File: src/rtl/wbi_pkg.sv
`timescale 1ns / 1ps
// Shared types, constants and address-math helpers for the WLAN bit interleaver.
package wbi_pkg;

   // Widths of the address datapath (symbols hold at most 648 bits).
   localparam int POS_W      = 10;  // bit position / interleaved address
   localparam int EXT_W      = 11;  // position plus symbol length
   localparam int COL_W      = 5;   // column index, up to 17
   localparam int ROW_W      = 6;   // row index, up to 35
   localparam int RECIP_W    = 13;  // column reciprocal
   localparam int RECIP_SH   = 16;  // reciprocal scale, 2^16
   localparam int CSR_IDX_W  = 2;
   localparam int CSR_DATA_W = 3;

   // Register indexes on the csr port
   localparam logic [CSR_IDX_W-1:0] CSR_LAYOUT = 2'd0;
   localparam logic [CSR_IDX_W-1:0] CSR_BITS   = 2'd1;
   localparam logic [CSR_IDX_W-1:0] CSR_STREAM = 2'd2;

   // Channel layout codes
   localparam logic [1:0] LAYOUT_LEGACY = 2'd0;
   localparam logic [1:0] LAYOUT_HT20   = 2'd1;
   localparam logic [1:0] LAYOUT_HT40   = 2'd2;

   // ceil(2^16 / d), exact for dividends below 1024 (d = columns) or 2048 (d = 3)
   localparam logic [RECIP_W-1:0] RECIP_16 = 13'd4096;
   localparam logic [RECIP_W-1:0] RECIP_13 = 13'd5042;
   localparam logic [RECIP_W-1:0] RECIP_18 = 13'd3641;
   localparam logic [15:0]        RECIP_3  = 16'd21846;

   typedef struct packed {
      logic in_bit;
   } req_payload_type;

   typedef struct packed {
      logic out_bit;
      logic out_valid;
      logic symbol_end;
   } rsp_payload_type;

   // Controller to datapath: one strobe per sequencer step
   typedef struct packed {
      logic accept;
      logic div_en;
      logic col_en;
      logic row_en;
      logic grp_en;
      logic join_en;
      logic rot_en;
      logic commit;
   } wbi_cmd_type;

   // Datapath to controller
   typedef struct packed {
      logic rsp_free;
   } wbi_status_type;

   // Reserved layout code falls back to legacy
   function automatic logic [1:0] eff_layout(input logic [1:0] lay);
      logic [1:0] r;
      case (lay)
         LAYOUT_HT20: r = LAYOUT_HT20;
         LAYOUT_HT40: r = LAYOUT_HT40;
         default:     r = LAYOUT_LEGACY;
      endcase
      return r;
   endfunction

   // 0 reads as 1, 7 reads as 6
   function automatic logic [2:0] eff_bits(input logic [2:0] bps);
      logic [2:0] r;
      case (bps)
         3'd0:    r = 3'd1;
         3'd7:    r = 3'd6;
         default: r = bps;
      endcase
      return r;
   endfunction

   function automatic logic [1:0] group_size(input logic [2:0] nb);
      logic [1:0] half;
      half = nb[2:1];
      return (half == 2'd0) ? 2'd1 : half;
   endfunction

   function automatic logic [COL_W-1:0] num_cols(input logic [1:0] lay);
      logic [COL_W-1:0] r;
      case (lay)
         LAYOUT_HT20: r = 5'd13;
         LAYOUT_HT40: r = 5'd18;
         default:     r = 5'd16;
      endcase
      return r;
   endfunction

   function automatic logic [RECIP_W-1:0] col_recip(input logic [1:0] lay);
      logic [RECIP_W-1:0] r;
      case (lay)
         LAYOUT_HT20: r = RECIP_13;
         LAYOUT_HT40: r = RECIP_18;
         default:     r = RECIP_16;
      endcase
      return r;
   endfunction

   function automatic logic [ROW_W-1:0] num_rows(input logic [1:0] lay, input logic [2:0] nb);
      logic [ROW_W-1:0] k;
      case (lay)
         LAYOUT_HT20: k = 6'd4;
         LAYOUT_HT40: k = 6'd6;
         default:     k = 6'd3;
      endcase
      return k * ROW_W'(nb);
   endfunction

   // Full symbol length: carriers times bits per carrier
   function automatic logic [POS_W-1:0] sym_bits(input logic [1:0] lay, input logic [2:0] nb);
      logic [POS_W-1:0] nsd;
      case (lay)
         LAYOUT_HT20: nsd = 10'd52;
         LAYOUT_HT40: nsd = 10'd108;
         default:     nsd = 10'd48;
      endcase
      return nsd * POS_W'(nb);
   endfunction

   // Frequency rotation; jst*nrot stays below the carrier count, so the
   // modulo by the symbol length reduces to a plain product with nb.
   function automatic logic [POS_W-1:0] rot_amount(input logic [1:0] lay,
                                                   input logic [2:0] nb,
                                                   input logic [1:0] iss);
      logic [POS_W-1:0] base;
      base = '0;
      case (lay)
         LAYOUT_HT20: begin
            case (iss)
               2'd1:    base = 10'd22;
               2'd2:    base = 10'd11;
               2'd3:    base = 10'd33;
               default: base = 10'd0;
            endcase
         end
         LAYOUT_HT40: begin
            case (iss)
               2'd1:    base = 10'd58;
               2'd2:    base = 10'd29;
               2'd3:    base = 10'd87;
               default: base = 10'd0;
            endcase
         end
         default: base = 10'd0;
      endcase
      return base * POS_W'(nb);
   endfunction

   // x / s for s in 1..3, by shift or reciprocal multiply
   function automatic logic [EXT_W-1:0] div_group(input logic [EXT_W-1:0] x,
                                                  input logic [1:0] s);
      logic [EXT_W+15:0] p;
      logic [EXT_W-1:0]  r;
      p = (EXT_W+16)'(x) * (EXT_W+16)'(RECIP_3);
      case (s)
         2'd3:    r = p[EXT_W+15:16];
         2'd2:    r = x >> 1;
         default: r = x;
      endcase
      return r;
   endfunction

endpackage

File: src/rtl/wbi_ctrl.sv
`timescale 1ns / 1ps
// Sequencer FSM: steps one bit through the address datapath.
module wbi_ctrl
   import wbi_pkg::*;
(
   input  logic           clock,
   input  logic           reset,
   input  logic           req_valid,
   output logic           req_ready,
   input  wbi_status_type status,
   output wbi_cmd_type    cmd
);

   typedef enum logic [7:0] {
      ST_IDLE   = 8'b0000_0001,
      ST_DIV    = 8'b0000_0010,
      ST_COL    = 8'b0000_0100,
      ST_ROW    = 8'b0000_1000,
      ST_GRP    = 8'b0001_0000,
      ST_JOIN   = 8'b0010_0000,
      ST_ROT    = 8'b0100_0000,
      ST_COMMIT = 8'b1000_0000
   } state_type;

   state_type state_ff;
   state_type state_in;

   always_comb begin
      req_ready   = (state_ff == ST_IDLE) & ~reset;
      cmd.accept  = req_ready & req_valid;
      cmd.div_en  = (state_ff == ST_DIV);
      cmd.col_en  = (state_ff == ST_COL);
      cmd.row_en  = (state_ff == ST_ROW);
      cmd.grp_en  = (state_ff == ST_GRP);
      cmd.join_en = (state_ff == ST_JOIN);
      cmd.rot_en  = (state_ff == ST_ROT);
      cmd.commit  = (state_ff == ST_COMMIT) & status.rsp_free;
   end

   always_comb begin
      state_in = state_ff;
      case (state_ff)
         ST_IDLE: begin
            if (cmd.accept) state_in = ST_DIV;
         end
         ST_DIV:  state_in = ST_COL;
         ST_COL:  state_in = ST_ROW;
         ST_ROW:  state_in = ST_GRP;
         ST_GRP:  state_in = ST_JOIN;
         ST_JOIN: state_in = ST_ROT;
         ST_ROT:  state_in = ST_COMMIT;
         ST_COMMIT: begin
            if (status.rsp_free) state_in = ST_IDLE;
         end
         default: state_in = ST_IDLE;
      endcase
   end

   always_ff @(posedge clock) begin
      if (reset) begin
         state_ff <= ST_IDLE;
      end else begin
         state_ff <= state_in;
      end
   end

endmodule

File: config.mk
export PLATFORM = sky130hd
export DESIGN_NAME = wbi_ctrl
export DESIGN_NICKNAME = d
export VERILOG_FILES = /design/src/rtl/wbi_pkg.sv /design/src/rtl/wbi_ctrl.sv
export SDC_FILE = /design/constraint.sdc
export NUM_CORES = 1
export LEC_CHECK = 0
export BUFFER_PORTS_ARGS = -buffer_cell sky130_fd_sc_hd__buf_2
export CORE_AREA = 2 2 39 41
export CTS_BUF_LIST = sky130_fd_sc_hd__clkbuf_8
export CTS_CLUSTER_DIAMETER = 30
export DETAILED_ROUTE_END_ITERATION = 8
export DIE_AREA = 0 0 41 43
export HOLD_SLACK_MARGIN = 0.06
export PLACE_DENSITY_LB_ADDON = 0.25
export SYNTH_ARGS = -nofsm -noshare
export SYNTH_HDL_FRONTEND = slang
export SYNTH_SLANG_ARGS = --single-unit
File: constraint.sdc
create_clock -name clock -period 4.5 [get_ports clock]
set_input_delay 0.45 -clock clock [delete_from_list [all_inputs] [get_ports clock]]
set_output_delay 0.45 -clock clock [all_outputs]
set_load 0.05 [all_outputs]
# Yosys cells after proc, flatten, opt, wreduce, memory -nomap -nowiden
# Cells that the tools add are included.
[word_totals] regBits=8 output_inout_bits=9 wordCells=19
[op_classes] n_mux=3 n_reduce_logical=1 bitwise=4 n_eq_ne=10
[op_table] operator="one-hot mux 8 bit (8 select lines)" n=1
[op_table] operator="two-way mux 8 bit" n=2
[op_table] operator="== test 8 x 1 -> 1 bit (second input constant)" n=1
[op_table] operator="== test 8 x 2 -> 1 bit (second input constant)" n=1
[op_table] operator="== test 8 x 3 -> 1 bit (second input constant)" n=1
[op_table] operator="== test 8 x 4 -> 1 bit (second input constant)" n=1
[op_table] operator="== test 8 x 5 -> 1 bit (second input constant)" n=1
[op_table] operator="== test 8 x 6 -> 1 bit (second input constant)" n=1
[op_table] operator="== test 8 x 7 -> 1 bit (second input constant)" n=1
[op_table] operator="== test 8 bit (second input constant)" n=1
[op_table] operator="inequality test 2 bit (second input constant)" n=2
[op_table] operator="bitwise AND 1 bit" n=3
[op_table] operator="AND reduction 2 bit" n=1
[op_table] operator="inverter 1 bit" n=1

# Longest topological paths before layout
# Gate-level depths: netlist of run 1.
[logic_depth] depth_word=5 ltp_mapped=5 mapped_depth_nobuf=5

# Worst setup path before layout of run 1
# Ideal clock, no wire load.
[synth_timing] kind="reg-to-output" from="register state_ff[4]" to="output port cmd[7] (netlist bit)" path_slack_ps=1949 stages_incl_launch_ff=5 n_path_buf=0 t_required_ps=4050 arrival_ps=2101 cell_sequence="dfxtp_1 > nor4_2 > nand4b_1 > nor2_1 > and2_1"
[synth_lines] item="start: declaration" line="wbi_ctrl.sv:25" text="state_type state_ff;"
[synth_lines] item="start signal: assignment" line="wbi_ctrl.sv:63" text="state_ff <= state_in;"
[synth_lines] item="end: declaration" line="wbi_ctrl.sv:11" text="output wbi_cmd_type cmd"

==> results of run 1 <==
[routing by layer]
metal	global-route usage, %	routed length, microns
met5	0	0
met4	14.00	36
met3	4.712	56
met2	19.69	412
met1	18.89	470
[cell families (layout without fill, tap and decap cells)]
| logic type | count (synthesis) | in the layout | synth area share, % |
|---|---|---|---|
| simple gates | 31 | 31 | 49.60 |
| flops | 8 | 8 | 34.50 |
| compound gates | 7 | 7 | 11.59 |
| buf+inv | 2 | 16 | 2.426 |
| xor+xnor | 1 | 1 | 1.887 |
[power groups by stage]
stage	clock (mW)	sequential, mW	combinational, mW
finish	0.0882	0.0896	0.0691
CTS	0.0903	0.0891	0.0696
detailed placement	0	0.0904	0.0695
floorplan	0	0.0876	0.0566
global route	0.0940	0.0909	0.0769
global placement	0	0.0903	0.0702
[stage by stage]
| stage | total power, mW | util [%] | cells | setup WS (ps) |
|---|---|---|---|---|
| after CTS | 0.2489 | 41.77 | 79 | 2289 |
| after detailed placement | 0.1599 | 38.79 | 76 | 2541 |
| final | 0.2468 | 41.77 | 79 | 2301 |
| after global placement | 0.1605 | 38.79 | 76 | 2566 |
| after floorplan | 0.1442 | - | 49 | 1949 |
| after global routing | 0.2618 | 41.77 | 79 | 2086 |
[cells in the final DEF, fill, tap and decap left out]
cell / instances
a211oi_1: 2
a21oi_1: 1
a31oi_1: 1
and2_1: 8
and2_2: 1
and2b_2: 1
and4b_1: 1
and4b_2: 1
buf_2: 12
clkbuf_8: 3
dfxtp_1: 8
inv_1: 1
nand2b_1: 2
nand4b_1: 2
nor2_1: 7
nor4_1: 1
nor4_2: 3
nor4b_1: 1
nor4b_2: 1
o21bai_1: 2
o22ai_2: 1
or4_1: 1
or4_4: 1
xor2_1: 1
[worst paths after layout]
path,start,endpoint,cells after the start
worst max register to register,state_ff[0],state_ff[4],5
worst max-delay path,state_ff[6],cmd[7],5
worst min register to register,state_ff[7],state_ff[0],2
worst min-delay path,req_valid,state_ff[1],2
[worst max-delay path, delay by kind of cell (launching register included)]
| kind | cells | cell delay [ps] |
|---|---|---|
| flops | 1 | 380 |
| buf+inv | 1 | 250 |
| simple gates | 4 | 880 |
[synthesized netlist by cell type]
master and instances:
and2_1 8, dfxtp_1 8, nor2_1 7, nor4_2 3, a211oi_1 2, nand2b_1 2
nand4b_1 2, o21bai_1 2, a21oi_1 1, a31oi_1 1, and2_2 1, and2b_2 1
and4b_1 1, and4b_2 1, buf_4 1, inv_1 1, nor4_1 1, nor4b_1 1
nor4b_2 1, o22ai_2 1, or4_1 1, or4_4 1, xor2_1 1
[cell type report]
type	instances	area (sq um)
inverter	1	3.754
tap	16	20.02
sequential	8	160.2
multi-input combinational	39	292.8
fill	150	805.8
clock buffer	3	41.29
timing repair buffer	12	60.06
==> results.tsv, run 1 <==
stage	metric	value	unit
status	outcome	complete, no violations	
setup_path	required time worst endpoint	4050	ps
clocking	total CTS buffers	3	
setup_path	Arrival @ worst endpoint	1750	ps
synthesis	Synth top area share	34.50	%
route	antenna viol nets, final	0	
route	initial DRC count	6	
synthesis	Synth area leaders	dfxtp_1, and2_1, nor4_2, nor2_1, nand4b_1	
sta	Setup Total Neg Slack	0	ps
synthesis	register area share after synthesis	34.50	%
power	Internal Pwr Total	0.1618	mW
power	pwr/cell area	427.0	nW/um^2
sta	worst slew pin tran	467.0	ps
sta	Final period util	48.87	%
clocking	H-tree depth	1	
setup_path	CP max FO	8	
setup_path	max incr delay on CP	380	ps
synthesis	post-synth net total	53	
global_routing	All-Layer GR Usage	15.22	%
power	Max VDD drop	0.1870	mV
power	Clock Power Share	35.7	%
sta	final hold violation count	0	
power	combinational share of power	28.0	%
clocking	Sink Count	8	
setup_path	critical path class	flip-flop to primary output	
synthesis	flops & latches, synth	8	
sta	RSZ-0062 raised after global routing	no	
die	initial cell density of the core	33.54	%
run	Max Cap Viol	0	
place	Detailed Place HPWL	699	microns
clocking	CTS resizes	0	
power	switch share	34.43	%
finish	share of layout cells above drive strength 1	38.10	%
synthesis	Synth cell types	23	
sta	Tmin final	2199	ps
die	Die H	43	microns
setup_path	Worst Setup Start Kind	flip-flop	
finish	top flop regs	state_ff x8	
clocking	post-cts hold buffer count	0	
sta	Worst slew margin	68.58	%
min_path	Worst Hold Class	input pin to flip-flop	
route	DR WL/cell	12.35	microns
sta	final setup vio count	0	
sta	Worst Hold Slack	456.8	ps
clocking	clock tree buffer depth	2	
place	Port Buf Inserts	12	
finish	fin area	578.1	sq um
die	IO Pins	13	
power	Net Sw Power	0.08498	mW
global_routing	GRT overflow	0	
route	drt drc	0	
synthesis	synthesized area per cell	9.473	sq um
route	First-pass DRT Iterations	4	
die	core area	1384	sq um
finish	final net count	69	
setup_path	Critical-path top delay cell	dfxtp_1	
place	post-place instance area	536.8	sq um
route	final wirelength	976	microns
sta	f_max	0.4547	GHz
power	Static Leakage	0.2473	nW
sta	final slew viol count	0	
sta	Setup Skew	1.628	ps
clocking	Setup Buffers After CTS	0	
synthesis	Yosys top cell by area	dfxtp_1	
place	RD Place Congestion	0.7933	
synthesis	mapped cell area	464.2	sq um
global_routing	initial antenna violation count	0	
finish	Largest Register	state_ff	
finish	Layout area overhead	24.53	%
setup_path	flop-to-flop setup slack	2830	ps
finish	max reg flops	8	
route	routed vias	411	
die	FP Rows	14	
clocking	Worst-Skew Late Latency	230	ps
finish	Diodes inserted	0	
clocking	CTS tree	yes	
setup_path	endpoint type of the worst setup path	primary output	
route	Vias per Instance	5.203	
die	die width	41	microns
global_routing	global-route wire length before repair	1.683	mm
clocking	clk root buf	clkbuf_8	
global_routing	largest net degree at the start of global routing	9	
synthesis	Gate Count Post-Synth	49	
synthesis	YS warnings	0	
global_routing	vias in the first global route	393	
power	Seq pwr share	36.3	%
setup_path	crit-path cells	nor4_2 > nand4b_1 > nor2_1 > and2_1 > buf_2	
clocking	clock transition at the registers of the reported paths	40	ps
die	die footprint	1763	sq um
No activity file was read; power rests on OpenSTA's default activity.
==> run 2: changes to the inputs <==
- clock period: 4.5 -> 2.1 ns (I/O delays scaled with it)
==> run 2 against run 1 <==
  * Worst setup slack worse by 2100 ps
  * Clock power up 120%
  * Combinational power up 120%
  * Critical endpoint unchanged
  * Largest cell class unchanged
  * Largest power group unchanged
==> results.tsv, run 2 (synthesized netlist as in run 1, its figures left out) <==
stage	metric	value	unit	change
finish	share of layout cells above drive strength 1	39.68	%	+1.6 points
power	pwr/cell area	909.3	nW/um^2	+110%
global_routing	All-Layer GR Usage	12.95	%	-2.3 points
sta	final slew viol count	0		unchanged
power	Clock Power Share	35.6	%	about the same
finish	Layout area overhead	26.95	%	
clocking	CTS tree	yes		
global_routing	vias in the first global route	338		-14%
setup_path	R2R cell count	5		unchanged
sta	f_max	0.5250	GHz	
die	initial cell density of the core	33.54	%	unchanged
finish	Diodes inserted	0		unchanged
setup_path	critical path class	flip-flop to primary output		
run	Max Cap Viol	0		unchanged
place	Detailed Place HPWL	699.5	microns	about the same
die	die width	41	microns	unchanged
finish	fin area	589.3	sq um	+1.9%
die	IO Pins	13		unchanged
setup_path	endpoint type of the worst setup path	primary output		
route	Vias per Instance	5.342		+2.7%
place	Port Buf Inserts	12		unchanged
sta	Tmin final	1905	ps	
sta	Final period util	90.70	%	
die	die footprint	1763	sq um	unchanged
global_routing	GRT overflow	0		unchanged
finish	Largest Register	state_ff		
clocking	total CTS buffers	3		unchanged
power	Seq pwr share	35.7	%	-0.6 points
route	initial DRC count	7		+1
route	antenna viol nets, final	0		unchanged
sta	Setup Skew	0.9683	ps	-0.6594 ps
route	First-pass DRT Iterations	4		unchanged
route	drt drc	0		unchanged
setup_path	required time worst endpoint	1890	ps	-2160 ps
die	Die H	43	microns	unchanged
power	Internal Pwr Total	0.3492	mW	+120%
power	Static Leakage	0.2524	nW	+2.0%
status	outcome	complete, no violations		
min_path	Worst Hold Class	input pin to flip-flop		
clocking	Sink Count	8		unchanged
route	final wirelength	940	microns	-3.7%
finish	commonest non-fill, non-tap cells in the layout	buf_2, and2_1, dfxtp_1		
global_routing	initial antenna violation count	0		unchanged
sta	Worst slew margin	70.11	%	+1.5 points
power	Overall Power	0.5359	mW	+120%
global_routing	global-route wire length before repair	1.421	mm	-16%
finish	final net count	69		unchanged
finish	commonest non-fill, non-tap cell in the layout	buf_2		
place	post-place instance area	539.3	sq um	+0.47%
place	RD Place Congestion	0.7504		-5.4%
finish	top flop regs	state_ff x8		
clocking	post-cts hold buffer count	0		unchanged
power	Net Sw Power	0.1867	mW	+120%
route	routed vias	422		+2.7%
route	DR WL/cell	11.90	microns	-3.7%
clocking	H-tree depth	1		unchanged
power	switch share	34.84	%	+0.40 points
setup_path	CP max FO	5		-3
min_path	hold depth	2		unchanged
global_routing	largest net degree at the start of global routing	9		unchanged
clocking	Worst-Skew Late Latency	230	ps	about the same
sta	RSZ-0062 raised after global routing	no		
die	core area	1384	sq um	unchanged
clocking	clk root buf	clkbuf_8		
sta	worst slew pin tran	444.2	ps	-22.78 ps
setup_path	Worst Setup Start Kind	flip-flop		
sta	final hold violation count	0		unchanged
clocking	clock transition at the registers of the reported paths	40	ps	about the same
power	combinational share of power	28.6	%	+0.6 points
clocking	Setup Buffers After CTS	0		unchanged
setup_path	Arrival @ worst endpoint	1690	ps	-60 ps
clocking	clock tree buffer depth	2		unchanged
power	Max VDD drop	0.5085	mV	+170%
sta	final setup vio count	0		unchanged
die	FP Rows	14		unchanged
finish	max reg flops	8		unchanged
==> run 2: changes by cell type in the layout (fill, tap and decap cells not counted) <==
cell	change
nor4_4	+1
nor2_1	-1
nor4_2	-1
nor2_2	+1
==> run 2: what timing repair did <==
action,CTS,global route
gates resized for setup,0,1
endpoints found under the setup margin,0,1
endpoints found under the hold margin,0,0
==> run 2: critical path, stage by stage (launching register included) <==
cell,delay (ps)
dfxtp_1,350
nor4_4,340
nand4b_1,230
nor2_2,160
and2_1,130
buf_2,250
==> run 2: power groups by stage <==
stage | logic, mW | registers (mW) | clock network, mW
3_3_place_gp | 0.152 | 0.193 | 0
2_1_floorplan | 0.123 | 0.188 | 0
5_1_grt | 0.167 | 0.194 | 0.204
3_5_place_dp | 0.152 | 0.193 | 0
6_report | 0.153 | 0.191 | 0.191
4_1_cts | 0.153 | 0.190 | 0.200
==> run 2: routing by layer <==
layer / part of all wire [%] / GRT usage, %
met5: 0 / 0
met4: 4.7 / 14.00
met3: 5.6 / 4.712
met2: 46 / 16.56
met1: 43 / 14.79
==> run 2: worst paths after layout <==
check	start	to	slack, ps
worst min register to register	state_ff[7]	state_ff[0]	660
worst max-delay path	state_ff[4]	cmd[7]	200
worst max register to register	state_ff[0]	state_ff[6]	450
worst min-delay path	req_valid	state_ff[1]	230
==> run 2: stage by stage <==
stage / hold slack (ps) / TNS [ps] / setup WS, ps / std cells / util, %
final: 225.3 / 0 / 195.3 / 79 / 42.59
after global routing: 235.7 / 0 / 51.14 / 79 / 42.59
after CTS: 221.8 / 0 / 121.6 / 79 / 41.95
after detailed placement: 463.7 / 0 / 392.3 / 76 / 38.97
after global placement: 464.1 / 0 / 412.8 / 76 / 38.97
after floorplan: 331.7 / -53.80 / -26.90 / 49 / -
==> run 2: area by class of cell <==
class / instances / area [sq um]
Timing Repair Buffer: 12 / 60.06
Tap cell: 16 / 20.02
Multi-Input combinational cell: 39 / 304.0
Sequential cell: 8 / 160.2
Clock buffer: 3 / 41.29
Fill cell: 141 / 794.5
Inverter: 1 / 3.754
